$ cat src/ctse_pkg.sv
// Shared types and codes for the calendar time-set editor.
package ctse_pkg;

  // Command codes
  localparam logic [2:0] CMD_IDLE   = 3'd0;
  localparam logic [2:0] CMD_MODE   = 3'd1;
  localparam logic [2:0] CMD_SELECT = 3'd2;
  localparam logic [2:0] CMD_INC    = 3'd3;
  localparam logic [2:0] CMD_DEC    = 3'd4;
  localparam logic [2:0] CMD_LOAD   = 3'd5;

  // Field select codes
  localparam logic [2:0] FLD_NONE   = 3'd0;
  localparam logic [2:0] FLD_YEAR   = 3'd1;
  localparam logic [2:0] FLD_MONTH  = 3'd2;
  localparam logic [2:0] FLD_DAY    = 3'd3;
  localparam logic [2:0] FLD_HOUR   = 3'd4;
  localparam logic [2:0] FLD_MINUTE = 3'd5;

  typedef struct packed {
    logic [6:0] year;
    logic [3:0] month;
    logic [4:0] day;
    logic [4:0] hour;
    logic [5:0] minute;
    logic [5:0] second;
  } cal_time_t;

  typedef struct packed {
    logic       mode;
    logic [2:0] sel;
    cal_time_t  tm;
  } cal_state_t;

  localparam cal_state_t STATE_RST = '{
    mode: 1'b0,
    sel:  FLD_NONE,
    tm:   '{year: 7'd0, month: 4'd1, day: 5'd1, hour: 5'd0, minute: 6'd0, second: 6'd0}
  };

endpackage

$ cat src/ctse_step.sv
// Next-state logic for one editor command.
module ctse_step (
  input  ctse_pkg::cal_state_t cur,
  input  logic [2:0]           cmd,
  input  ctse_pkg::cal_time_t  load,
  output ctse_pkg::cal_state_t nxt,
  output logic                 wr
);

  function automatic logic [4:0] month_len(logic [3:0] month, logic [6:0] year);
    logic [4:0] len;
    if (month == 4'd4 || month == 4'd6 || month == 4'd9 || month == 4'd11) begin
      len = 5'd30;
    end else if (month == 4'd2) begin
      len = (year[1:0] == 2'b00) ? 5'd29 : 5'd28;
    end else begin
      len = 5'd31;
    end
    return len;
  endfunction

  function automatic logic [4:0] clamp_day(logic [4:0] day, logic [4:0] len);
    return (day > len) ? len : day;
  endfunction

  // (sel + 1) mod 6; the unused values 6 and 7 land on year and month
  function automatic logic [2:0] next_sel(logic [2:0] sel);
    logic [2:0] r;
    unique case (sel)
      ctse_pkg::FLD_NONE:   r = ctse_pkg::FLD_YEAR;
      ctse_pkg::FLD_YEAR:   r = ctse_pkg::FLD_MONTH;
      ctse_pkg::FLD_MONTH:  r = ctse_pkg::FLD_DAY;
      ctse_pkg::FLD_DAY:    r = ctse_pkg::FLD_HOUR;
      ctse_pkg::FLD_HOUR:   r = ctse_pkg::FLD_MINUTE;
      ctse_pkg::FLD_MINUTE: r = ctse_pkg::FLD_NONE;
      3'd6:                 r = ctse_pkg::FLD_YEAR;
      default:              r = ctse_pkg::FLD_MONTH;
    endcase
    return r;
  endfunction

  function automatic ctse_pkg::cal_time_t edit_field(logic [2:0] sel,
                                                     ctse_pkg::cal_time_t t,
                                                     logic up);
    ctse_pkg::cal_time_t r;
    logic [4:0]          len;
    r   = t;
    len = month_len(t.month, t.year);
    unique case (sel)
      ctse_pkg::FLD_YEAR: begin
        if (up) begin
          r.year = (t.year >= 7'd99) ? 7'd0 : t.year + 7'd1;
        end else begin
          r.year = (t.year == 7'd0 || t.year > 7'd99) ? 7'd99 : t.year - 7'd1;
        end
        r.day = clamp_day(t.day, month_len(t.month, r.year));
      end
      ctse_pkg::FLD_MONTH: begin
        if (up) begin
          r.month = (t.month >= 4'd12) ? 4'd1 : t.month + 4'd1;
        end else begin
          r.month = (t.month <= 4'd1 || t.month > 4'd12) ? 4'd12 : t.month - 4'd1;
        end
        r.day = clamp_day(t.day, month_len(r.month, t.year));
      end
      ctse_pkg::FLD_DAY: begin
        if (up) begin
          r.day = (t.day >= len) ? 5'd1 : t.day + 5'd1;
        end else begin
          r.day = (t.day <= 5'd1 || t.day > len) ? len : t.day - 5'd1;
        end
      end
      ctse_pkg::FLD_HOUR: begin
        if (up) begin
          r.hour = (t.hour >= 5'd23) ? 5'd0 : t.hour + 5'd1;
        end else begin
          r.hour = (t.hour == 5'd0 || t.hour > 5'd23) ? 5'd23 : t.hour - 5'd1;
        end
      end
      ctse_pkg::FLD_MINUTE: begin
        if (up) begin
          r.minute = (t.minute >= 6'd59) ? 6'd0 : t.minute + 6'd1;
        end else begin
          r.minute = (t.minute == 6'd0 || t.minute > 6'd59) ? 6'd59 : t.minute - 6'd1;
        end
      end
      default: ;
    endcase
    return r;
  endfunction

  always_comb begin
    nxt = cur;
    wr  = 1'b0;
    if (cmd == ctse_pkg::CMD_MODE) begin
      if (cur.mode) begin
        nxt.mode = 1'b0;
        nxt.sel  = ctse_pkg::FLD_NONE;
      end else begin
        nxt.mode = 1'b1;
      end
    end
    if (nxt.mode) begin
      unique case (cmd)
        ctse_pkg::CMD_SELECT: nxt.sel = next_sel(cur.sel);
        ctse_pkg::CMD_INC:    nxt.tm  = edit_field(cur.sel, cur.tm, 1'b1);
        ctse_pkg::CMD_DEC:    nxt.tm  = edit_field(cur.sel, cur.tm, 1'b0);
        default: ;
      endcase
      // every set-mode step zeroes seconds and requests a clock write
      nxt.tm.second = 6'd0;
      wr            = 1'b1;
    end else if (cmd == ctse_pkg::CMD_LOAD) begin
      nxt.tm = load;
    end
  end

endmodule

$ cat src/calendar_time_set_editor_unit.sv
// Calendar time-set editor: input register, command step, state/result register.
// An accepted item waits in the input register; the step then writes state and result
// registers once the result slot is free or being emptied. Throughput: one item per cycle
// while results are taken; the input register takes a new item while a result waits.
// The result fields are the editor state itself, held until the result is taken.
// Reset (rst_n low, synchronous): state to show mode, no field, 00-01-01 00:00:00; stages empty.
module calendar_time_set_editor_unit (
  input  logic       clk,
  input  logic       rst_n,
  input  logic       in_valid,
  output logic       in_ready,
  input  logic [2:0] in_command,
  input  logic [6:0] in_load_year,
  input  logic [3:0] in_load_month,
  input  logic [4:0] in_load_day,
  input  logic [4:0] in_load_hour,
  input  logic [5:0] in_load_minute,
  input  logic [5:0] in_load_second,
  output logic       out_valid,
  input  logic       out_ready,
  output logic       out_set_mode,
  output logic [2:0] out_selected_field,
  output logic [6:0] out_year_out,
  output logic [3:0] out_month_out,
  output logic [4:0] out_day_out,
  output logic [4:0] out_hour_out,
  output logic [5:0] out_minute_out,
  output logic [5:0] out_second_out,
  output logic       out_write_clock
);

  logic                 s1_valid_r, s1_valid_nxt;
  logic [2:0]           cmd_r;
  ctse_pkg::cal_time_t  load_r;
  logic                 out_valid_r, out_valid_nxt;
  ctse_pkg::cal_state_t state_r, state_nxt;
  logic                 wr_r, wr_nxt;
  logic                 advance;
  logic                 in_accept;

  // item moves into state/result when the result slot is free or being emptied
  assign advance   = s1_valid_r && (!out_valid_r || out_ready);
  assign in_ready  = !s1_valid_r || advance;
  assign in_accept = in_valid && in_ready;

  always_comb begin
    s1_valid_nxt  = in_accept ? 1'b1 : (advance ? 1'b0 : s1_valid_r);
    out_valid_nxt = advance ? 1'b1 : (out_ready ? 1'b0 : out_valid_r);
  end

  ctse_step u_step (
    .cur  (state_r),
    .cmd  (cmd_r),
    .load (load_r),
    .nxt  (state_nxt),
    .wr   (wr_nxt)
  );

  always_ff @(posedge clk) begin
    if (!rst_n) begin
      s1_valid_r  <= 1'b0;
      out_valid_r <= 1'b0;
      state_r     <= ctse_pkg::STATE_RST;
      wr_r        <= 1'b0;
    end else begin
      s1_valid_r  <= s1_valid_nxt;
      out_valid_r <= out_valid_nxt;
      if (advance) begin
        state_r <= state_nxt;
        wr_r    <= wr_nxt;
      end
    end
  end

  always_ff @(posedge clk) begin
    if (in_accept) begin
      cmd_r  <= in_command;
      load_r <= '{year: in_load_year, month: in_load_month, day: in_load_day,
                  hour: in_load_hour, minute: in_load_minute, second: in_load_second};
    end
  end

  assign out_valid          = out_valid_r;
  assign out_set_mode       = state_r.mode;
  assign out_selected_field = state_r.sel;
  assign out_year_out       = state_r.tm.year;
  assign out_month_out      = state_r.tm.month;
  assign out_day_out        = state_r.tm.day;
  assign out_hour_out       = state_r.tm.hour;
  assign out_minute_out     = state_r.tm.minute;
  assign out_second_out     = state_r.tm.second;
  assign out_write_clock    = wr_r;

`ifndef SYNTH
  a_show_no_field: assert property (@(posedge clk) disable iff (!rst_n)
    !state_r.mode |-> state_r.sel == ctse_pkg::FLD_NONE)
    else $error("field selected in show mode");

  a_set_writes: assert property (@(posedge clk) disable iff (!rst_n)
    out_valid_r && state_r.mode |-> state_r.tm.second == 6'd0 && wr_r)
    else $error("set-mode result without zero seconds and write strobe");

  a_show_no_write: assert property (@(posedge clk) disable iff (!rst_n)
    out_valid_r && !state_r.mode |-> !wr_r)
    else $error("write strobe in show mode");

  a_state_holds: assert property (@(posedge clk) disable iff (!rst_n)
    rst_n && !advance |=> $stable(state_r) && $stable(wr_r))
    else $error("state changed without an item");
`endif

endmodule

$ cat config.mk
export PLATFORM = sky130hd
export DESIGN_NAME = calendar_time_set_editor_unit
export DESIGN_NICKNAME = d
export VERILOG_FILES = /design/src/ctse_pkg.sv /design/src/ctse_step.sv /design/src/calendar_time_set_editor_unit.sv
export SDC_FILE = /design/constraint.sdc
export NUM_CORES = 1
export LEC_CHECK = 0
export BUFFER_PORTS_ARGS = -buffer_cell sky130_fd_sc_hd__buf_2
export CAP_MARGIN = 20
export CORE_MARGIN = 2
export CORE_UTILIZATION = 58
export CTS_CLUSTER_SIZE = 16
export DETAILED_ROUTE_END_ITERATION = 16
export GPL_TIMING_DRIVEN = 0
export PLACE_DENSITY = 0.83
export SYNTH_ARGS = -nofsm -noshare
export SYNTH_HDL_FRONTEND = slang
export SYNTH_HIERARCHICAL = 1
export SYNTH_SLANG_ARGS = --single-unit
$ cat constraint.sdc
create_clock -name clk -period 4 [get_ports clk]
set_input_delay 0.8 -clock clk [delete_from_list [all_inputs] [get_ports clk]]
set_output_delay 0.8 -clock clk [all_outputs]
set_load 0.005 [all_outputs]
Yosys cells after proc, flatten, opt, wreduce, memory -nomap -nowiden
Index checks and enable logic that the tools add are counted.

$add $sub $neg: 10. Multiply operators: 0. Divide/modulo/power cells: 0. Magnitude comparators: 16. Equal/unequal tests: 41. Shift-type cells: 0. Multiplexer cells: 79. Bitwise operators: 0. Reduce and logical (&&, ||, !) cells: 37.

Operators with widths (number): two-way mux 5 bit (36); two-way mux 7 bit (10); two-way mux 33 bit (2); one-hot mux 33 bit (2 select lines) (1); two-way mux 4 bit (11); one-hot mux 5 bit (3 select lines) (2); greater-than comparator 5 bit (5); equality test 4 x 3 -> 1 bit (second input constant) (6); equality test 4 bit (second input constant) (6); two-way mux 6 bit (4); AND reduction 5 bit (4); logical OR 1 bit (16); != test 4 x 3 -> 1 bit (second input constant) (4); equality test 3 bit (second input constant) (5); != test 3 x 2 -> 1 bit (second input constant) (5); one-hot mux 3 bit (5 select lines) (1); equality test 3 x 2 -> 1 bit (second input constant) (4); equality test 4 x 2 -> 1 bit (second input constant) (3); adder 5 x 1 -> 5 bit (second input constant) (2); subtractor 5 x 1 -> 5 bit (second input constant) (2); two-way mux 1 bit (9); two-way mux 3 bit (3); != test 3 bit (second input constant) (3); AND reduction 9 bit (1); 31 further kinds (38).

Register bits after elaboration: 76. Bits in latches: 0. Memory bits (writable): 0. Bits in read-only memories: 0. Bits of input ports: 40. Output and inout bits: 40. Word-level logic and storage cells: 201. Memories kept: 0.

Logic depth before layout (Yosys ltp)
Word-level depth: 19. Gate-level depth with buffers: 18. Mapped depth without buffers: 17.

Modules after synthesis
The synthesis kept the hierarchy.

By module, submodules not included: ctse_step (instances 1, cells an instance 512, area an instance 3014.1 um^2, sequential area each 0.0 um^2); calendar_time_set_editor_unit (instances 1, cells an instance 210, area an instance 2721.4 um^2, sequential area each 1881.8 um^2).

Worst setup path after synthesis
OpenSTA, ideal clock, no wires.

Path type: register -> register. Start: reg state_r, in the netlist out_year_out[0]. End: reg state_r, in the netlist out_day_out[0]. Setup time: 0.106 ns. Data arrival time: 3.311 ns. Required time: 3.894 ns. Slack: 0.583 ns. Stages on the path, launching flop included: 19. Buffers on the path: 1. Period minus slack after synthesis: 3.417 ns. Cell sequence: dfxtp_1 buf_2 inv_1 ha_1 or4b_4 nor3_4 nor2_1 and3_4 nor2_1 nor2_1 ha_1 nand2_1 o211ai_1 or3_1 a21boi_0 a2111oi_2 a41oi_1 inv_1 o311ai_0.

RTL lines: from (decl) (line calendar_time_set_editor_unit.sv:36) `ctse_pkg::cal_state_t state_r, state_nxt;`; from (signal assigned) (line calendar_time_set_editor_unit.sv:63) `state_r <= ctse_pkg::STATE_RST;`; from (signal assigned) (line calendar_time_set_editor_unit.sv:69) `state_r <= state_nxt;`.

==> run metrics <==
status=finished clean; max frequency=between 200 and 300 MHz; critical path class=flop to flop; flop and latch count out of synthesis=76; DP HPWL=approximately 13 mm; Final min period=around 3.8 ns; Slew headroom=~37%; layout cells sized above 1=between 15 and 20%; CTS sink cnt=76; Routed Antenna Nets=0; final WL=18.25 mm; sequential fraction of the synthesis area=32.81%; Placed Area=6294 µm²; first-pass GRT wire length=roughly 28 mm; worst-skew pair later-pin latency=approximately 0.37 ns; P&R area growth vs syn=14.35%; maximum VDD drop=roughly 0.26 mV; commonest non-fill, non-tap cells in the layout=nand2_1, buf_2, o21ai_0; CP max FO=8; maximum clock path buffer count=2; routed len/inst=around 19 µm; Final Util=around two thirds; Post-Syn Nets=~800; # rows=36; Final period util=a little over nine tenths; Worst-Margin Slew=approximately 0.94 ns; Post-synth EDFFs=36; Initial Utilization=59.22%; Die ar.=about 11000 µm²; Worst EP arrival=around 4.1 ns; Pins Over Slew Limit=0; Die H=103.4 µm; Leak=roughly 2.5 nW; Hold Path Class=flop to flop; total CTS buffers=9; core area=9684 µm²; clock skew=approximately 0.012 ns; number of port buffers=78; total negative slack=0 ns; initial antenna violation count=0; Ant. Diodes=0; final net count=between 800 and 900; Starting DRT DRC Count=between 500 and 600; largest net degree at the start of global routing=37; CP peak stage delay=approximately 0.50 ns; vias in the first global route=5502; asr flop ratio synth=0%; Total Power=about 1.9 mW; PwrDens=between 200 and 300 nW/µm²; syn_area_per_cell=~7.9 µm²; FF-to-FF path depth=17; most common cell after layout, fill and taps aside=nand2_1; Max Cap Viol=0; Finish-stage setup viols=0; CP max-delay cell=or4b_4; routed via count=~6100; Cell variety after synth=74; Fill cells=about 840; synthesized area=between 5000 and 6000 µm²; post-route cell area=~6600 µm²; crit start category=flop; Placed Instances=around 930; gpl congestion=a little under 1; Synth Flop Type=dfxtp_1; Die Span X=103.4 µm; CTS tree=built; required time of the critical path=between 4 and 5 ns; post-DR vias/cell=6.416; crit path capture type=flop; worst path cell trace=inv_1, ha_4, or4b_4, nor3_4, nor2_1, and3_4, nor2_1, nor2_1, ha_1, nand2_1, o211ai_1, or3_1, nor2_1, a2111oi_2, a41oi_2, inv_1, o311ai_0; GRT Util Overall=around a third; Finished Layout Cells=between 900 and 1000; TritonRoute pass-1 iters=6; total grt overflow=0; worst hold path depth=2; final hold vios=0; residual DRC count=0; Clock Pin Slew Worst Setup and Hold Paths=about 0.090 ns; Most common cell on crit path=nor2_1; yosys warns=6; Root Driver=clkbuf_8; Top Ports=80; Synth Instances=722; H-Tree Depth=3
[critical path: cells and delay by family, from the launching register on]
| family | cells | cell delay, ns |
|---|---|---|
| compound gates | 4 | 0.93 |
| buf+inv | 2 | 0.30 |
| flops | 1 | 0.40 |
| simple gates | 9 | 1.52 |
| fa+ha+maj | 2 | 0.51 |
[per-stage QoR]
step,hold slack (ns),setup slack (ns)
6_report,0.4772,0.1760
5_1_grt,0.5005,-0.006417
4_1_cts,0.4733,0.06110
3_5_place_dp,0.4612,0.09329
3_3_place_gp,0.4519,0.1083
2_1_floorplan,0.4511,0.5827
[layer usage]
layer,GRT usage (%),wire length (µm)
met1,45.28,7200
met2,55.83,8704
met3,6.250,1664
met4,14.88,682
met5,0,0
[registers in the layout, indices dropped and copies added, names as in the netlist]
name and cells:
load_r 33, out_year_out 7, out_minute_out 6, out_second_out 6, out_day_out 5, out_hour_out 5, out_month_out 4, cmd_r 3
out_selected_field 3, out_set_mode 1, out_valid 1, out_write_clock 1, s1_valid_r 1
[Yosys cell counts (5+ instances only)]
library cell / instances / area share, %
buf_2: 15 / 1.3
inv_1: 23 / 1.5
ha_1: 21 / 4.6
nand3b_1: 5 / 0.65
clkbuf_1: 27 / 1.8
o211ai_1: 7 / 0.92
o22ai_1: 6 / 0.65
edfxtp_1: 36 / 19
a221oi_1: 8 / 1.2
nand3_1: 18 / 1.6
o21ai_0: 52 / 4.5
nor3_1: 15 / 1.3
nand2_1: 152 / 9.9
and3_1: 8 / 0.87
nor3b_1: 5 / 0.65
mux2i_1: 40 / 7.0
a211oi_1: 13 / 1.7
nor2_1: 49 / 3.2
nor2b_1: 10 / 1.1
nand2b_1: 7 / 0.76
a21oi_1: 43 / 3.8
dfxtp_1: 40 / 14
o31ai_1: 5 / 0.65
a31oi_1: 14 / 1.5
[what timing repair did]
| action | CTS | global route |
|---|---|---|
| hold buffers | 0 | 0 |
| buffers inserted | 0 | 3 |
| resized for setup | 0 | 11 |
| endpoints found under the setup margin | 0 | 2 |
[final timing paths]
kind                            slack (ns)                          from                           end
worst max-delay path                  0.18  out_year_out[1]$_SDFFE_PN0P_   out_day_out[0]$_SDFFE_PN1P_
worst min-delay path                  0.48  out_write_clock$_SDFFE_PN0P_  out_write_clock$_SDFFE_PN0P_
worst max register to register        0.18  out_year_out[1]$_SDFFE_PN0P_   out_day_out[0]$_SDFFE_PN1P_
worst min register to register        0.48  out_write_clock$_SDFFE_PN0P_  out_write_clock$_SDFFE_PN0P_
[area by class of cell]
type	count	area [µm²]	area share [%]
multi-input combinational	569	3506	53.45
sequential	76	1882	28.69
timing repair buffer	81	412.9	6.295
buffer	52	284.0	4.330
tap	133	166.4	2.537
clock buffer	10	127.6	1.946
inverter	25	93.84	1.431
clock inverter	6	86.33	1.316
[cells by family (layout without fill, tap and decap cells)]
group / Yosys count / in the layout / synth area share [%]
AND/OR/NAND/NOR: 306 / 306 / 25.72
AO/OA/AOI/OAI: 194 / 194 / 21.92
multiplexers: 42 / 42 / 7.373
adder cells (fa/ha/maj): 21 / 21 / 4.581
XOR/XNOR: 6 / 6 / 1.047
flip-flops: 76 / 76 / 32.81
buffers and inverters: 77 / 174 / 6.545
[report_power, final]
part	switching [mW]	internal [mW]	leakage, nW
clock network	0.314	0.352	0.107
logic	0.206	0.130	1.76
registers	0.0277	0.849	0.676
total	0.548	1.33	2.55
Power figures use the tool's default switching activity.
